==> src/hdl/lph_pkg.sv <==
// ----------------------------------------------------------------------------
// lph_pkg
// Shared types and codes for the linear probing hash table: item structs,
// command and status codes, and the controller state encoding.
// ----------------------------------------------------------------------------
package lph_pkg;

   // default table size
   localparam int TABLE_ENTRIES_DEFAULT = 16;

   // field widths
   localparam int KEY_W    = 31;
   localparam int VALUE_W  = 32;
   localparam int SLOT_W   = 4;
   localparam int STATUS_W = 3;

   // command codes
   localparam logic [1:0] CMD_INSERT = 2'd0;
   localparam logic [1:0] CMD_SEARCH = 2'd1;
   localparam logic [1:0] CMD_CLEAR  = 2'd2;

   // status codes
   localparam logic [STATUS_W-1:0] STATUS_INSERTED  = 3'd0;
   localparam logic [STATUS_W-1:0] STATUS_FULL      = 3'd1;
   localparam logic [STATUS_W-1:0] STATUS_FOUND     = 3'd2;
   localparam logic [STATUS_W-1:0] STATUS_NOT_FOUND = 3'd3;
   localparam logic [STATUS_W-1:0] STATUS_CLEARED   = 3'd4;

   // request item
   typedef struct packed {
      logic [1:0]                command;
      logic [KEY_W-1:0]          key;
      logic signed [VALUE_W-1:0] value;
   } req_type;

   // response item
   typedef struct packed {
      logic [STATUS_W-1:0]       status;
      logic signed [VALUE_W-1:0] found_value;
      logic [SLOT_W-1:0]         slot;
   } rsp_type;

   // controller states
   typedef enum logic [2:0] {
      S_INIT,
      S_IDLE,
      S_MUL_Q,
      S_MUL_R,
      S_HOME,
      S_PROBE,
      S_CLEAR,
      S_FLUSH
   } state_type;

endpackage

==> src/hdl/linear_probe_hash_table.sv <==
// Insert/search probe p slots from the home slot, p being 1..TABLE_ENTRIES,
//   one probe per cycle out of the RAM.
// Clear writes one RAM entry per slot; unused command 3.
// One item in flight; the next item is accepted once the response is registered.
// Reset: synchronous; an init sweep over all TABLE_ENTRIES slots clears the used bits,
//   during which no item is accepted.
// ----------------------------------------------------------------------------
// linear_probe_hash_table
// Open addressing key/value table with linear probing. Entries {used, key,
// value} live in one RAM; home slot is key mod TABLE_ENTRIES via reciprocal
// multiply, probing reads one slot per cycle with the read pipelined ahead.
// ----------------------------------------------------------------------------
module linear_probe_hash_table #(
   parameter int TABLE_ENTRIES = lph_pkg::TABLE_ENTRIES_DEFAULT
) (
   input  logic             clock,
   input  logic             reset,
   input  logic             req_valid,
   output logic             req_stall,
   input  lph_pkg::req_type req_data,
   output logic             rsp_valid,
   input  logic             rsp_stall,
   output lph_pkg::rsp_type rsp_data
);

   localparam int KW = lph_pkg::KEY_W;
   localparam int VW = lph_pkg::VALUE_W;
   localparam int EW = 1 + KW + VW;
   localparam int SW = $clog2(TABLE_ENTRIES);
   localparam int RW = SW + 1;

   localparam logic [SW-1:0] LAST_SLOT = SW'(TABLE_ENTRIES - 1);
   localparam logic [RW-1:0] N_R       = RW'(TABLE_ENTRIES);
   // floor(2^32 / N): quotient estimate is exact or one low
   localparam logic [32:0]   RECIP_WIDE = 33'h1_0000_0000 / TABLE_ENTRIES;
   localparam logic [31:0]   RECIP      = RECIP_WIDE[31:0];

   // registers
   lph_pkg::state_type  state_ff, state_in;
   logic [1:0]          cmd_ff, cmd_in;
   logic [KW-1:0]       key_ff, key_in;
   logic [VW-1:0]       value_ff, value_in;
   logic [KW-1:0]       q_ff, q_in;
   logic [RW-1:0]       prod_ff, prod_in;
   logic [SW-1:0]       issue_ff, issue_in;
   logic                rd_vld_ff, rd_vld_in;
   logic [SW-1:0]       rd_slot_ff, rd_slot_in;
   logic [SW-1:0]       cnt_ff, cnt_in;
   lph_pkg::rsp_type    res_ff, res_in;
   logic                rsp_valid_ff, rsp_valid_in;
   lph_pkg::rsp_type    rsp_ff, rsp_in;

   // RAM ports
   logic          wr_en;
   logic [SW-1:0] wr_addr;
   logic [EW-1:0] wr_data;
   logic          rd_en;
   logic [SW-1:0] rd_addr;
   logic [EW-1:0] rd_data;

   // datapath helpers
   logic [63:0]   mul_q;
   logic [RW-1:0] rem_raw;
   logic [RW-1:0] home;
   logic          ent_used;
   logic [KW-1:0] ent_key;
   logic [VW-1:0] ent_value;
   logic          req_acc;
   logic          out_free;
   logic          probe_done;
   logic          lap_done;
   logic          sweep_done;

   function automatic logic [SW-1:0] next_slot(input logic [SW-1:0] s);
      return (s == LAST_SLOT) ? '0 : s + SW'(1);
   endfunction

   lph_ram #(
      .WIDTH (EW),
      .DEPTH (TABLE_ENTRIES)
   ) u_ram (
      .clock   (clock),
      .wr_en   (wr_en),
      .wr_addr (wr_addr),
      .wr_data (wr_data),
      .rd_en   (rd_en),
      .rd_addr (rd_addr),
      .rd_data (rd_data)
   );

   // handshakes
   assign req_stall = (state_ff != lph_pkg::S_IDLE);
   assign req_acc   = req_valid && !req_stall;
   assign out_free  = !rsp_valid_ff || !rsp_stall;
   assign rsp_valid = rsp_valid_ff;
   assign rsp_data  = rsp_ff;

   // home slot: quotient estimate, then remainder below 2N, one correction
   assign mul_q   = {33'd0, key_ff} * {32'd0, RECIP};
   assign rem_raw = key_ff[RW-1:0] - prod_ff;
   assign home    = (rem_raw >= N_R) ? rem_raw - N_R : rem_raw;

   // entry fields of the slot read last cycle
   assign ent_used  = rd_data[EW-1];
   assign ent_key   = rd_data[EW-2 -: KW];
   assign ent_value = rd_data[VW-1:0];

   // probe resolution
   assign lap_done   = (cnt_ff == LAST_SLOT);
   assign sweep_done = (cnt_ff == LAST_SLOT);
   always_comb begin
      probe_done = 1'b0;
      if (state_ff == lph_pkg::S_PROBE && rd_vld_ff) begin
         if (!ent_used || lap_done) begin
            probe_done = 1'b1;
         end else if (cmd_ff == lph_pkg::CMD_SEARCH && ent_key == key_ff) begin
            probe_done = 1'b1;
         end
      end
   end

   // next state
   always_comb begin
      state_in = state_ff;
      case (state_ff)
         lph_pkg::S_INIT: begin
            if (sweep_done) state_in = lph_pkg::S_IDLE;
         end
         lph_pkg::S_IDLE: begin
            if (req_acc) begin
               case (req_data.command)
                  lph_pkg::CMD_INSERT: state_in = lph_pkg::S_MUL_Q;
                  lph_pkg::CMD_SEARCH: state_in = lph_pkg::S_MUL_Q;
                  lph_pkg::CMD_CLEAR:  state_in = lph_pkg::S_CLEAR;
                  default:             state_in = lph_pkg::S_FLUSH;
               endcase
            end
         end
         lph_pkg::S_MUL_Q: state_in = lph_pkg::S_MUL_R;
         lph_pkg::S_MUL_R: state_in = lph_pkg::S_HOME;
         lph_pkg::S_HOME:  state_in = lph_pkg::S_PROBE;
         lph_pkg::S_PROBE: begin
            if (probe_done) state_in = lph_pkg::S_FLUSH;
         end
         lph_pkg::S_CLEAR: begin
            if (sweep_done) state_in = lph_pkg::S_FLUSH;
         end
         lph_pkg::S_FLUSH: begin
            if (out_free) state_in = lph_pkg::S_IDLE;
         end
         default: state_in = lph_pkg::S_IDLE;
      endcase
   end

   // datapath and outputs
   always_comb begin
      cmd_in       = cmd_ff;
      key_in       = key_ff;
      value_in     = value_ff;
      q_in         = q_ff;
      prod_in      = prod_ff;
      issue_in     = issue_ff;
      rd_vld_in    = 1'b0;
      rd_slot_in   = rd_slot_ff;
      cnt_in       = cnt_ff;
      res_in       = res_ff;
      rsp_valid_in = rsp_valid_ff && rsp_stall;
      rsp_in       = rsp_ff;
      wr_en        = 1'b0;
      wr_addr      = cnt_ff;
      wr_data      = '0;
      rd_en        = 1'b0;
      rd_addr      = issue_ff;

      case (state_ff)
         // sweep: clear used bit of one slot per cycle
         lph_pkg::S_INIT, lph_pkg::S_CLEAR: begin
            wr_en  = 1'b1;
            cnt_in = cnt_ff + SW'(1);
         end
         // capture item, preset the response
         lph_pkg::S_IDLE: begin
            if (req_acc) begin
               cmd_in   = req_data.command;
               key_in   = req_data.key;
               value_in = req_data.value;
               cnt_in   = '0;
               res_in.found_value = '0;
               res_in.slot        = '0;
               if (req_data.command == lph_pkg::CMD_CLEAR) begin
                  res_in.status = lph_pkg::STATUS_CLEARED;
               end else begin
                  res_in.status = lph_pkg::STATUS_NOT_FOUND;
               end
            end
         end
         lph_pkg::S_MUL_Q: begin
            q_in = mul_q[62:32];
         end
         lph_pkg::S_MUL_R: begin
            prod_in = RW'(q_ff[RW-1:0] * N_R);
         end
         lph_pkg::S_HOME: begin
            issue_in = home[SW-1:0];
            cnt_in   = '0;
         end
         // probe: read ahead one slot per cycle, check the slot read last cycle
         lph_pkg::S_PROBE: begin
            rd_en      = 1'b1;
            rd_vld_in  = 1'b1;
            rd_slot_in = issue_ff;
            issue_in   = next_slot(issue_ff);
            if (rd_vld_ff) begin
               cnt_in = cnt_ff + SW'(1);
               if (cmd_ff == lph_pkg::CMD_INSERT) begin
                  if (!ent_used) begin
                     wr_en   = 1'b1;
                     wr_addr = rd_slot_ff;
                     wr_data = {1'b1, key_ff, value_ff};
                     res_in.status = lph_pkg::STATUS_INSERTED;
                     res_in.slot   = lph_pkg::SLOT_W'(rd_slot_ff);
                  end else if (lap_done) begin
                     res_in.status = lph_pkg::STATUS_FULL;
                  end
               end else if (ent_used && ent_key == key_ff) begin
                  res_in.status      = lph_pkg::STATUS_FOUND;
                  res_in.found_value = $signed(ent_value);
                  res_in.slot        = lph_pkg::SLOT_W'(rd_slot_ff);
               end
            end
         end
         // hand the result to the output register
         lph_pkg::S_FLUSH: begin
            if (out_free) begin
               rsp_valid_in = 1'b1;
               rsp_in       = res_ff;
            end
         end
         default: begin
         end
      endcase
   end

   // control registers
   always_ff @(posedge clock) begin
      if (reset) begin
         state_ff     <= lph_pkg::S_INIT;
         cnt_ff       <= '0;
         rd_vld_ff    <= 1'b0;
         rsp_valid_ff <= 1'b0;
      end else begin
         state_ff     <= state_in;
         cnt_ff       <= cnt_in;
         rd_vld_ff    <= rd_vld_in;
         rsp_valid_ff <= rsp_valid_in;
      end
   end

   // payload registers
   always_ff @(posedge clock) begin
      cmd_ff     <= cmd_in;
      key_ff     <= key_in;
      value_ff   <= value_in;
      q_ff       <= q_in;
      prod_ff    <= prod_in;
      issue_ff   <= issue_in;
      rd_slot_ff <= rd_slot_in;
      res_ff     <= res_in;
      rsp_ff     <= rsp_in;
   end

endmodule

==> src/hdl/lph_ram.sv <==
// ----------------------------------------------------------------------------
// lph_ram
// Generic simple dual port RAM: one write port, one read port with the
// read data registered.
// ----------------------------------------------------------------------------
module lph_ram #(
   parameter int WIDTH = 64,
   parameter int DEPTH = 16
) (
   input  logic                     clock,
   input  logic                     wr_en,
   input  logic [$clog2(DEPTH)-1:0] wr_addr,
   input  logic [WIDTH-1:0]         wr_data,
   input  logic                     rd_en,
   input  logic [$clog2(DEPTH)-1:0] rd_addr,
   output logic [WIDTH-1:0]         rd_data
);

   logic [WIDTH-1:0] mem_ff [DEPTH];
   logic [WIDTH-1:0] rd_data_ff;

   // write port
   always_ff @(posedge clock) begin
      if (wr_en) begin
         mem_ff[wr_addr] <= wr_data;
      end
   end

   // registered read port
   always_ff @(posedge clock) begin
      if (rd_en) begin
         rd_data_ff <= mem_ff[rd_addr];
      end
   end

   assign rd_data = rd_data_ff;

endmodule

==> config.mk <==
export PLATFORM = sky130hd
export DESIGN_NAME = linear_probe_hash_table
export DESIGN_NICKNAME = d
export VERILOG_FILES = /design/src/hdl/lph_pkg.sv /design/src/hdl/linear_probe_hash_table.sv /design/src/hdl/lph_ram.sv
export SDC_FILE = /design/constraint.sdc
export NUM_CORES = 1
export LEC_CHECK = 0
export BUFFER_PORTS_ARGS = -buffer_cell sky130_fd_sc_hd__buf_4
export CAP_MARGIN = 20
export CORE_ASPECT_RATIO = 1.4
export CORE_MARGIN = 4
export CORE_UTILIZATION = 55
export CTS_CLUSTER_DIAMETER = 50
export DETAILED_ROUTE_END_ITERATION = 7
export PLACE_DENSITY_LB_ADDON = 0.15
export SYNTH_ARGS = -nofsm -noshare
export SYNTH_HDL_FRONTEND = slang
export SYNTH_SLANG_ARGS = --single-unit
==> constraint.sdc <==
create_clock -name clock -period 8.2 [get_ports clock]
set_clock_uncertainty 0.1 [all_clocks]
set_input_delay 2.46 -clock clock [delete_from_list [all_inputs] [get_ports clock]]
set_output_delay 2.46 -clock clock [all_outputs]
set_load 0.1 [all_outputs]
==> impl_results.md, run 1 <==
- Reg2reg start: state_ff[1]
- Worst hold-check path type: flip-flop to flip-flop
- Post-DP Area: 0.0491 mm2
- Clk buf depth: 3
- Worst Hold Depth: 0
- Worst-path clk slew: 60 ps
- Vias per inst: 6.27
- Pre-CTS WS: 2220 ps
- Die H: 353 um
- Post-route setup slack: 2260 ps
- CTS sink count: 1248
- Final Cell Area: 0.0528 mm2
- Count of different cell masters after synthesis: 44
- P&R area growth vs syn: 12.7%
- Die width: 255 um
- Yosys top cell by area: edfxtp_1
- Syn_nets: 2003
- Hold path startpoint: res_ff[13]
- RSZ-0062 raised after global routing: no
- Delay-heaviest family, CP: buffers and inverters
- Status: finished, final reports clean
- Total chip power: 14000 uW
- Global Route Usage Sum: 23.4%
- Layout cells sized above 1: 30.3%
- Worst-Margin Slew: 1110 ps
- Max cap viols: 0
- Syn. warnings: 0
- Sequential cell area: 0.0374 mm2
- Final period utilization: 72.5%
- Routed wire length per instance: 31.2 um
- Mapped Cells: 1928
- Data arrival, critical path: 6140 ps
- Power Density: 265 mW/mm2
- Multi-input gate area: 0.00906 mm2
- CTS root buf: clkbuf_16
- Crit path cell chain: inv_1 > ha_2 > nand2_1 > inv_4 > nand4b_1 > clkinv_2 > a31oi_1 > nor2_4 > buf_4
- Core area: 0.0845 mm2
- First-pass GRT wire length: 151000 um
- Internal reg-to-reg setup slack: 2260 ps
- Vias: 20600
- Clk Latency, worst-skew pair: 700 ps
- DP Wirelength: 56500 um
- Die area: 0.0900 mm2
- Hold bufs inserted after CTS: 0
- Largest net degree at the start of global routing: 142
- Worst rel slew slack: 26.2%
- DRC viols: 0
- Fillers: 5659
- Leak: 0.0174 uW
- Hold Violations, Final: 0
- Nature of the critical path startpoint: flip-flop
- Layout Cells excl Fill: 3293
- Worst r2r dst: u_ram.mem_ff[15][19]
- Crit end category: flip-flop
- Mapped Area: 0.0469 mm2
- IO Count: 110
- Vias in the first global route: 21700
- Yosys reg bits: 1248
- # rows: 126
- Share of the synthesized area in the top cell type: 79.4%
- Max Transition Viols Final: 0
- Fin Setup TNS: 0 ps
- CP Max Fanout: 50
- Final #Nets: 2182
- Final setup vio count: 0
- Post-Route WL: 103000 um
- Routed Antenna Nets: 0
- Crit path max-delay cell type: ha_2
- Data required, critical path: 8400 ps
- Syn avg cell area: 24.3 um2
- Grt total ovfl: 0
- FFs w/ async S/R, synth: 0%
- Dpl cells: 3078
- Port buffer count: 109
- Reg2reg path depth: 9
- DRT Pass-1 Iters: 5
- CTS Buf Count: 114
- Seq/Total Area, Yosys: 79.8%
- EDFF count, synth: 1239
- Tmin final: 5940 ps
- Antenna violations before repair: 5
- Most used DFF post-synth: edfxtp_1
- Setup Crit Path Kind: flip-flop to flip-flop
- Initial DRC Count: 2240
- Fmax: 168 MHz
- Top cells by area, synth: edfxtp_1 (79%), mux4_2 (15%), and2_1 (0.85%)
- Postcts setup bufs: 0
- VDD IR max: 225 uV
- H-tree depth: 3
- GPL Wtd Cong: 0.779
- Crit path buf inv count: 4
- CTS tree: built
- Largest stage delay on the critical path: 850 ps
- Post-cts resize count: 0
- Starting Density: 55.5%
- Hold EP: rsp_data[13]
worst max path at each step:
stage / cells past startpoint / to / startpoint / slack (ps)
after CTS: 9 / u_ram.mem_ff[15][59] / state_ff[1] / 2200
after detailed placement: 9 / u_ram.mem_ff[15][53] / state_ff[1] / 2220
after global routing: 9 / u_ram.mem_ff[15][58] / state_ff[1] / 1910
after global placement: 9 / u_ram.mem_ff[15][51] / state_ff[1] / 2400
final: 9 / u_ram.mem_ff[15][19] / state_ff[1] / 2260
after floorplan: 3 / res_ff[10] / req_valid / 1760
through the flow:
step,utilization [%],hold WS (ps)
2_1_floorplan,-,300
3_3_place_gp,58.1,303
3_5_place_dp,58.1,305
4_1_cts,62.4,317
5_1_grt,62.5,326
6_report,62.5,318
sequential cells by signal (all words and copies together) (netlist names):
| signal | flops |
|---|---|
| rd_slot_ff | 4 |
| rsp_data | 39 |
| state_ff | 3 |
| rd_vld_ff | 1 |
| res_ff | 39 |
| u_ram.mem_ff | 1024 |
| value_ff | 32 |
| key_ff | 31 |
| issue_ff | 4 |
| rsp_valid | 1 |
| cmd_ff | 2 |
| u_ram.rd_data | 64 |
| cnt_ff | 4 |
report_power, final:
part / internal, uW / total [uW] / switching, uW / leakage, uW
sequential: 7590 / 7760 / 167 / 0.0120
clock: 2900 / 5200 / 2300 / 0.00178
combinational: 355 / 1040 / 681 / 0.00360
placed cells by master (no fill, tap or decap), drive strengths merged, types with 3 or more instances in the layout:
master	count
a211oi	3
a21oi	14
a31oi	8
and2	64
and3	35
buf	154
bufinv	9
clkbuf	145
clkinv	45
clkinvlp	6
dfxtp	9
edfxtp	1239
ha	6
inv	17
mux2i	3
mux4	320
nand2	11
nand3	3
nand4	8
nor2	33
nor2b	4
nor3b	4
nor4	4
xnor2	31
xor2	4
synth_stat cells (4+ instances only):
library cell and count:
nand4_1 8, buf_6 24, xor2_1 4, nor2_1 33, clkbuf_1 54, a31oi_1 8, and2_1 64, buf_2 11
nand2_1 11, inv_1 7, nor3b_1 4, ha_1 6, a21oi_1 14, xnor2_1 31, edfxtp_1 1239, mux4_2 320
and3_1 35, dfxtp_1 9, nor2b_1 4
layout make-up:
class,count,area share [%]
clock inverters,67,1.23
well taps,1088,2.58
flip-flops and latches,1248,70.8
inverters,10,0.0782
clock buffers,145,5.72
diodes,2,0.00948
repair buffers,154,2.43
multi-input cells,579,17.2
worst reg2reg max path: cells and delay by family, from the launching register on:
family                     cells  cell delay, ps
DFF                            1             360
buffers and inverters          4            2000
and+or+nand+nor                3            1650
adders and majority gates      1             850
AOI/OAI and AO/OA              1             500
metal layers:
layer	global-route usage (%)	vias up	wire length (um)
met5	0	-	9
met4	5.97	2	2480
met3	3.61	151	7100
met2	38.7	814	52800
met1	33.4	11100	40400
li1	-	8542	-
kinds of logic (layout without fill, tap and decap cells):
family	after synthesis	count (layout)	synth area share [%]
flops	1248	1248	79.8
mux	324	324	15.5
simple gates	177	177	2.19
buf+inv	101	376	1.22
compound gates	37	37	0.534
xor+xnor	35	35	0.654
fa+ha+maj	6	6	0.160
other cells	0	2	0
No activity file was read; power rests on OpenSTA's default activity.
==> inputs of run 2 (changes only) <==
==> constraint.sdc (replaced) <==
create_clock -name clock -period 6 [get_ports clock]
set_clock_uncertainty 0.1 [all_clocks]
set_input_delay 1.8 -clock clock [delete_from_list [all_inputs] [get_ports clock]]
set_output_delay 1.8 -clock clock [all_outputs]
set_load 0.1 [all_outputs]
==> impl_results.md, run 2 (same netlist as run 1, synthesis figures left out) <==
- Status: finished, final reports clean
- Commonest non-fill, non-tap cell in the layout: edfxtp_1
- Hold EP: rsp_data[37]
- Reg2reg path depth: 10 (+1)
- Final setup vio count: 0 (unchanged)
- Nature of the critical path startpoint: flip-flop
- Hold Violations, Final: 0 (unchanged)
- Leak: 0.0174 uW (+0.18%)
- Worst-Margin Slew: 1040 ps (-66.9 ps)
- Sw Share: 22.5% (about the same)
- Hold path startpoint: res_ff[37]
- Global Route Usage Sum: 23.5% (+0.11 points)
- H-tree depth: 3 (unchanged)
- VDD IR max: 297 uV (+32%)
- Reg2reg start: state_ff[1]
- CTS sink count: 1248 (unchanged)
- DRT Pass-1 Iters: 7 (+2)
- Clk Latency, worst-skew pair: 690 ps (about the same)
- Max reg flops: 1024 (unchanged)
- Starting Density: 55.5% (unchanged)
- Layout cells sized above 1: 30.5% (+0.25 points)
- # rows: 126 (unchanged)
- Clk buf depth: 3 (unchanged)
- Setup Crit Path Kind: flip-flop to flip-flop
- Routed Antenna Nets: 0 (unchanged)
- Internal reg-to-reg setup slack: 1380 ps (-870 ps)
- Comb power frac: 7.6% (+0.2 points)
- Postcts setup bufs: 0 (unchanged)
- DRC viols: 0 (unchanged)
- Worst-path clk slew: 60 ps (about the same)
- Crit end category: flip-flop
- Vias in the first global route: 21700 (-0.26%)
- Fmax: 217 MHz (+29%)
- Worst Hold Depth: 0 (unchanged)
- CTS root buf: clkbuf_16
- Clock share of power: 36.6% (-0.5 points)
- Die width: 255 um (unchanged)
- Post-cts resize count: 0 (unchanged)
- Fin Setup TNS: 0 ps (unchanged)
- Vias: 20700 (+0.16%)
- IO Count: 110 (unchanged)
- Worst r2r dst: u_ram.mem_ff[10][29]
- CTS Buf Count: 117 (+2.6%)
- Sequential Power Share: 55.8% (+0.3 points)
- Power Density: 360 mW/mm2 (+36%)
- Worst hold-check path type: flip-flop to flip-flop
- Vias per inst: 6.27 (about the same)
- Core area: 0.0845 mm2 (unchanged)
- Post-Route WL: 104000 um (+0.95%)
- CP Max Fanout: 41 (-18%)
- Final Cell Area: 0.0528 mm2 (about the same)
- Biggest register: u_ram.mem_ff
- Port buffer count: 109 (unchanged)
- Data arrival, critical path: 4840 ps (-1300 ps)
- Tmin final: 4620 ps (-1330 ps)
- Hold bufs inserted after CTS: 0 (unchanged)
- Final period utilization: 77.0% (+4.5 points)
- Largest net degree at the start of global routing: 136 (-4.2%)
- Internal power: 14700 uW (+36%)
- Post-DP Area: 0.0492 mm2 (+0.18%)
- Grt total ovfl: 0 (unchanged)
- Initial DRC Count: 2370 (+5.8%)
- Routed wire length per instance: 31.4 um (+0.71%)
- GPL Wtd Cong: 0.800 (+2.8%)
- P&R area growth vs syn: 12.7% (about the same)
- Die H: 353 um (unchanged)
- Antenna violations before repair: 11 (+6)
- Final #Nets: 2191 (+0.41%)
- CTS tree: built
- Commonest cells after routing, fill and taps aside: edfxtp_1 (1239), mux4_2 (320), buf_4 (149), clkbuf_16 (120), and2_1 (63)
- RSZ-0062 raised after global routing: no
- Final core utilization: 62.5% (about the same)
- Data required, critical path: 6220 ps (-2180 ps)
- Die area: 0.0900 mm2 (unchanged)
- First-pass GRT wire length: 151000 um (+0.36%)
- Max Transition Viols Final: 0 (unchanged)
- Psw: 4270 uW (+36%)
- Max cap viols: 0 (unchanged)
- DP Wirelength: 57900 um (+2.5%)
- Worst rel slew slack: 30.3% (+4.1 points)
run 2: cell types whose count changed in the layout (fill, tap and decap cells not counted), moves of 2 or more:
| cell | change |
|---|---|
| bufinv_16 | -4 |
| clkbuf_8 | -5 |
| clkinv_1 | +7 |
| clkbuf_1 | -7 |
| inv_16 | -2 |
| clkinv_4 | +3 |
| clkbuf_16 | +6 |
| buf_12 | +3 |
| clkinvlp_4 | -3 |
| inv_8 | +2 |
| buf_4 | +4 |
| clkinv_2 | +7 |
run 2: worst max-delay path, cell delays in order, from the launching register on:
cell and delay (ps):
dfxtp_1 360, inv_1 100, ha_2 180, nand2_1 280
inv_4 500, nand4b_1 370, clkinv_2 150, buf_4 410
a31oi_1 420, nor2_4 780, buf_4 550
run 2: worst max-delay path by stage:
stage	startpoint	endpoint	slack (ps)	cells after the start
6_report	state_ff[1]	u_ram.mem_ff[10][29]	1380	10
5_1_grt	state_ff[1]	u_ram.mem_ff[10][29]	1170	10
4_1_cts	state_ff[1]	u_ram.mem_ff[10][29]	1400	10
3_5_place_dp	state_ff[1]	u_ram.mem_ff[10][24]	1400	10
3_3_place_gp	state_ff[1]	u_ram.mem_ff[7][35]	1480	10
2_1_floorplan	state_ff[1]	u_ram.mem_ff[13][0]	190	9
run 2: cell type report:
cell class | count | area (um2)
Sequential cell | 1248 | 37400
Fill cell | 5636 | 31700
Multi-Input combinational cell | 579 | 9060
Clock buffer | 139 | 3070
Tap cell | 1088 | 1360
Timing Repair Buffer | 160 | 1350
Clock inverter | 75 | 531
Inverter | 10 | 41.3
Antenna cell | 2 | 5.00
run 2: through the flow:
step,hold WS [ps],power (uW),worst slack (ps),instances
2_1_floorplan,300,11600,190,1928
3_3_place_gp,303,12200,1480,3083
3_5_place_dp,305,12300,1400,3085
4_1_cts,313,19200,1400,3299
5_1_grt,317,19700,1170,3299
6_report,313,19000,1380,3301
run 2: layer usage:
metal,GRT usage [%],vias up,wire (um)
met5,0,-,38
met4,6.08,6,2240
met3,3.70,124,6980
met2,39.1,859,53800
met1,33.2,11100,40700
li1,-,8573,-
run 2: power by group through the flow:
| stage | clock [uW] | sequential [uW] | combinational [uW] |
|---|---|---|---|
| 6_report | 6960 | 10600 | 1450 |
| 3_3_place_gp | 0 | 10700 | 1440 |
| 4_1_cts | 7110 | 10600 | 1480 |
| 2_1_floorplan | 0 | 10700 | 823 |
| 3_5_place_dp | 0 | 10800 | 1470 |
| 5_1_grt | 7490 | 10600 | 1530 |
==> inputs of run 3 (changes only) <==
==> constraint.sdc (replaced) <==
create_clock -name clock -period 4.8 [get_ports clock]
set_clock_uncertainty 0.1 [all_clocks]
set_input_delay 1.44 -clock clock [delete_from_list [all_inputs] [get_ports clock]]
set_output_delay 1.44 -clock clock [all_outputs]
set_load 0.1 [all_outputs]
==> impl_results.md, run 3 (same netlist as run 1, synthesis figures left out) <==
- Status: finished, final reports clean
- Clk buf depth: 3 (unchanged)
- Fillers: 5732 (+1.7%)
- Delay-heaviest family, CP: buffers and inverters
- Commonest non-fill, non-tap cell in the layout: edfxtp_1
- Clk Latency, worst-skew pair: 690 ps (about the same)
- Die H: 353 um (unchanged)
- Hold path startpoint: res_ff[15]
- Reg2reg start: state_ff[1]
- Biggest register: u_ram.mem_ff
- First-pass GRT wire length: 152000 um (+0.16%)
- Largest stage delay on the critical path: 420 ps (-360 ps)
- Post-DP Area: 0.0492 mm2 (about the same)
- Sequential Power Share: 56.6% (+0.8 points)
- DRT Pass-1 Iters: 5 (-2)
- Max cap viols: 0 (unchanged)
- Internal power: 18100 uW (+23%)
- Hold bufs inserted after CTS: 0 (unchanged)
- Nature of the critical path startpoint: flip-flop
- Antenna violations before repair: 3 (-8)
- Setup Crit Path Kind: flip-flop to primary output
- Final Cell Area: 0.0526 mm2 (-0.30%)
- Fmax: 258 MHz
- Starting Density: 55.5% (unchanged)
- CP Max Fanout: 42 (+2.4%)
- Sw Share: 22.4% (-0.030 points)
- Layout cells sized above 1: 30.4% (-0.14 points)
- Hold EP: rsp_data[15]
- Leak: 0.0174 uW (-0.40%)
- IO Count: 110 (unchanged)
- Worst path most repeated cell: buf_4
- Largest net degree at the start of global routing: 92 (-32%)
- Crit path buf inv count: 4 (-1)
- Clock share of power: 35.8% (-0.8 points)
- Comb power frac: 7.6% (about the same)
- Grt total ovfl: 0 (unchanged)
- CTS Buf Count: 111 (-5.1%)
- Die area: 0.0900 mm2 (unchanged)
- Pre-CTS WS: 1280 ps (-120 ps)
- Crit path cell chain: inv_1 > ha_2 > buf_4 > and2b_4 > inv_2 > buf_4
- Final #Nets: 2189 (-0.091%)
- P&R area growth vs syn: 12.3%
- CP startpoint: state_ff[1]
- Post-route setup slack: 917 ps (-465 ps)
- Worst r2r dst: u_ram.mem_ff[1][28]
- Psw: 5250 uW (+23%)
- VDD IR max: 496 uV (+67%)
- # rows: 126 (unchanged)
- Post-Route WL: 103000 um (-0.34%)
- Max reg flops: 1024 (unchanged)
- Final period utilization: 80.9%
- Max Transition Viols Final: 0 (unchanged)
- Worst-Margin Slew: 1040 ps (+2.88 ps)
- Worst rel slew slack: 30.1% (-0.19 points)
- Worst-path clk slew: 60 ps (about the same)
- Final setup vio count: 0 (unchanged)
- Vias per inst: 6.29 (+0.32%)
- Vias in the first global route: 21700 (+0.014%)
- CTS root buf: clkbuf_16
- Data arrival, critical path: 2340 ps (-2500 ps)
- Worst hold-check path type: flip-flop to flip-flop
- H-tree depth: 3 (unchanged)
- Vias: 20700 (+0.14%)
- Internal reg-to-reg setup slack: 1240 ps (-140 ps)
- Die width: 255 um (unchanged)
- Routed Antenna Nets: 0 (unchanged)
- DP Wirelength: 55600 um (-4.0%)
- RSZ-0062 raised after global routing: no
- Crit end category: primary output
- Data required, critical path: 3260 ps (-2960 ps)
- Post-cts resize count: 0 (unchanged)
- Global Route Usage Sum: 23.5% (about the same)
- Core area: 0.0845 mm2 (unchanged)
- Worst Hold Depth: 0 (unchanged)
- Initial DRC Count: 2196 (-7.3%)
- CTS sink count: 1248 (unchanged)
- Port buffer count: 109 (unchanged)
- DRC viols: 0 (unchanged)
- CTS tree: built
- Commonest cells after routing, fill and taps aside: edfxtp_1 (1239), mux4_2 (320), buf_4 (152), clkbuf_16 (112), and2_1 (63)
- GPL Wtd Cong: 0.769 (-3.9%)
- Routed wire length per instance: 31.4 um (-0.16%)
- Power Density: 444 mW/mm2 (+23%)
- Postcts setup bufs: 0 (unchanged)
- Tmin final: 3880 ps
- Reg2reg path depth: 11 (+1)
- Crit path max-delay cell type: buf_4
- Hold Violations, Final: 0 (unchanged)
==> run 3: layer usage <==
layer	wire, um	vias to the layer above	global-route usage [%]	part of all wire (%)
met2	54300	810	39.7	53
li1	-	8565	-	-
met3	6380	149	3.26	6.2
met4	2360	0	5.97	2.3
met5	0	-	0	0
met1	40400	11200	33.0	39
==> run 3: metrics by stage <==
stage | utilization [%] | std cells | setup TNS, ps | hold WS (ps) | total power, uW
final | 62.3 | 3295 | 0 | 317 | 23400
after global routing | 62.3 | 3293 | 0 | 326 | 24200
after CTS | 62.3 | 3292 | 0 | 319 | 23600
after detailed placement | 58.2 | 3088 | 0 | 305 | 15300
after global placement | 58.2 | 3088 | 0 | 302 | 15200
after floorplan | - | 1928 | -1048130 | 300 | 14400
==> run 3: final cells by class <==
class / instances / area (um2) / area share, %
inverter: 10 / 41.3 / 0.0784
antenna: 2 / 5.00 / 0.00951
clock inverter: 76 / 542 / 1.03
multi-input combinational: 579 / 9060 / 17.2
sequential: 1248 / 37400 / 71.0
tap: 1088 / 1360 / 2.59
timing repair buffer: 164 / 1390 / 2.64
clock buffer: 128 / 2860 / 5.44
==> run 3: power by group through the flow <==
stage | clock (uW) | combinational (uW) | sequential, uW
floorplan | 0 | 1030 | 13400
global placement | 0 | 1790 | 13400
detailed placement | 0 | 1820 | 13500
CTS | 8550 | 1830 | 13200
global route | 9030 | 1880 | 13300
finish | 8380 | 1780 | 13200
==> run 3: worst max path at each step <==
stage                     endpoint  depth (start not counted)
2_1_floorplan  u_ram.mem_ff[13][0]                          9
3_3_place_gp   u_ram.mem_ff[1][30]                         11
3_5_place_dp   u_ram.mem_ff[1][29]                         11
4_1_cts                  req_stall                          6
5_1_grt                  req_stall                          6
6_report                 req_stall                          6
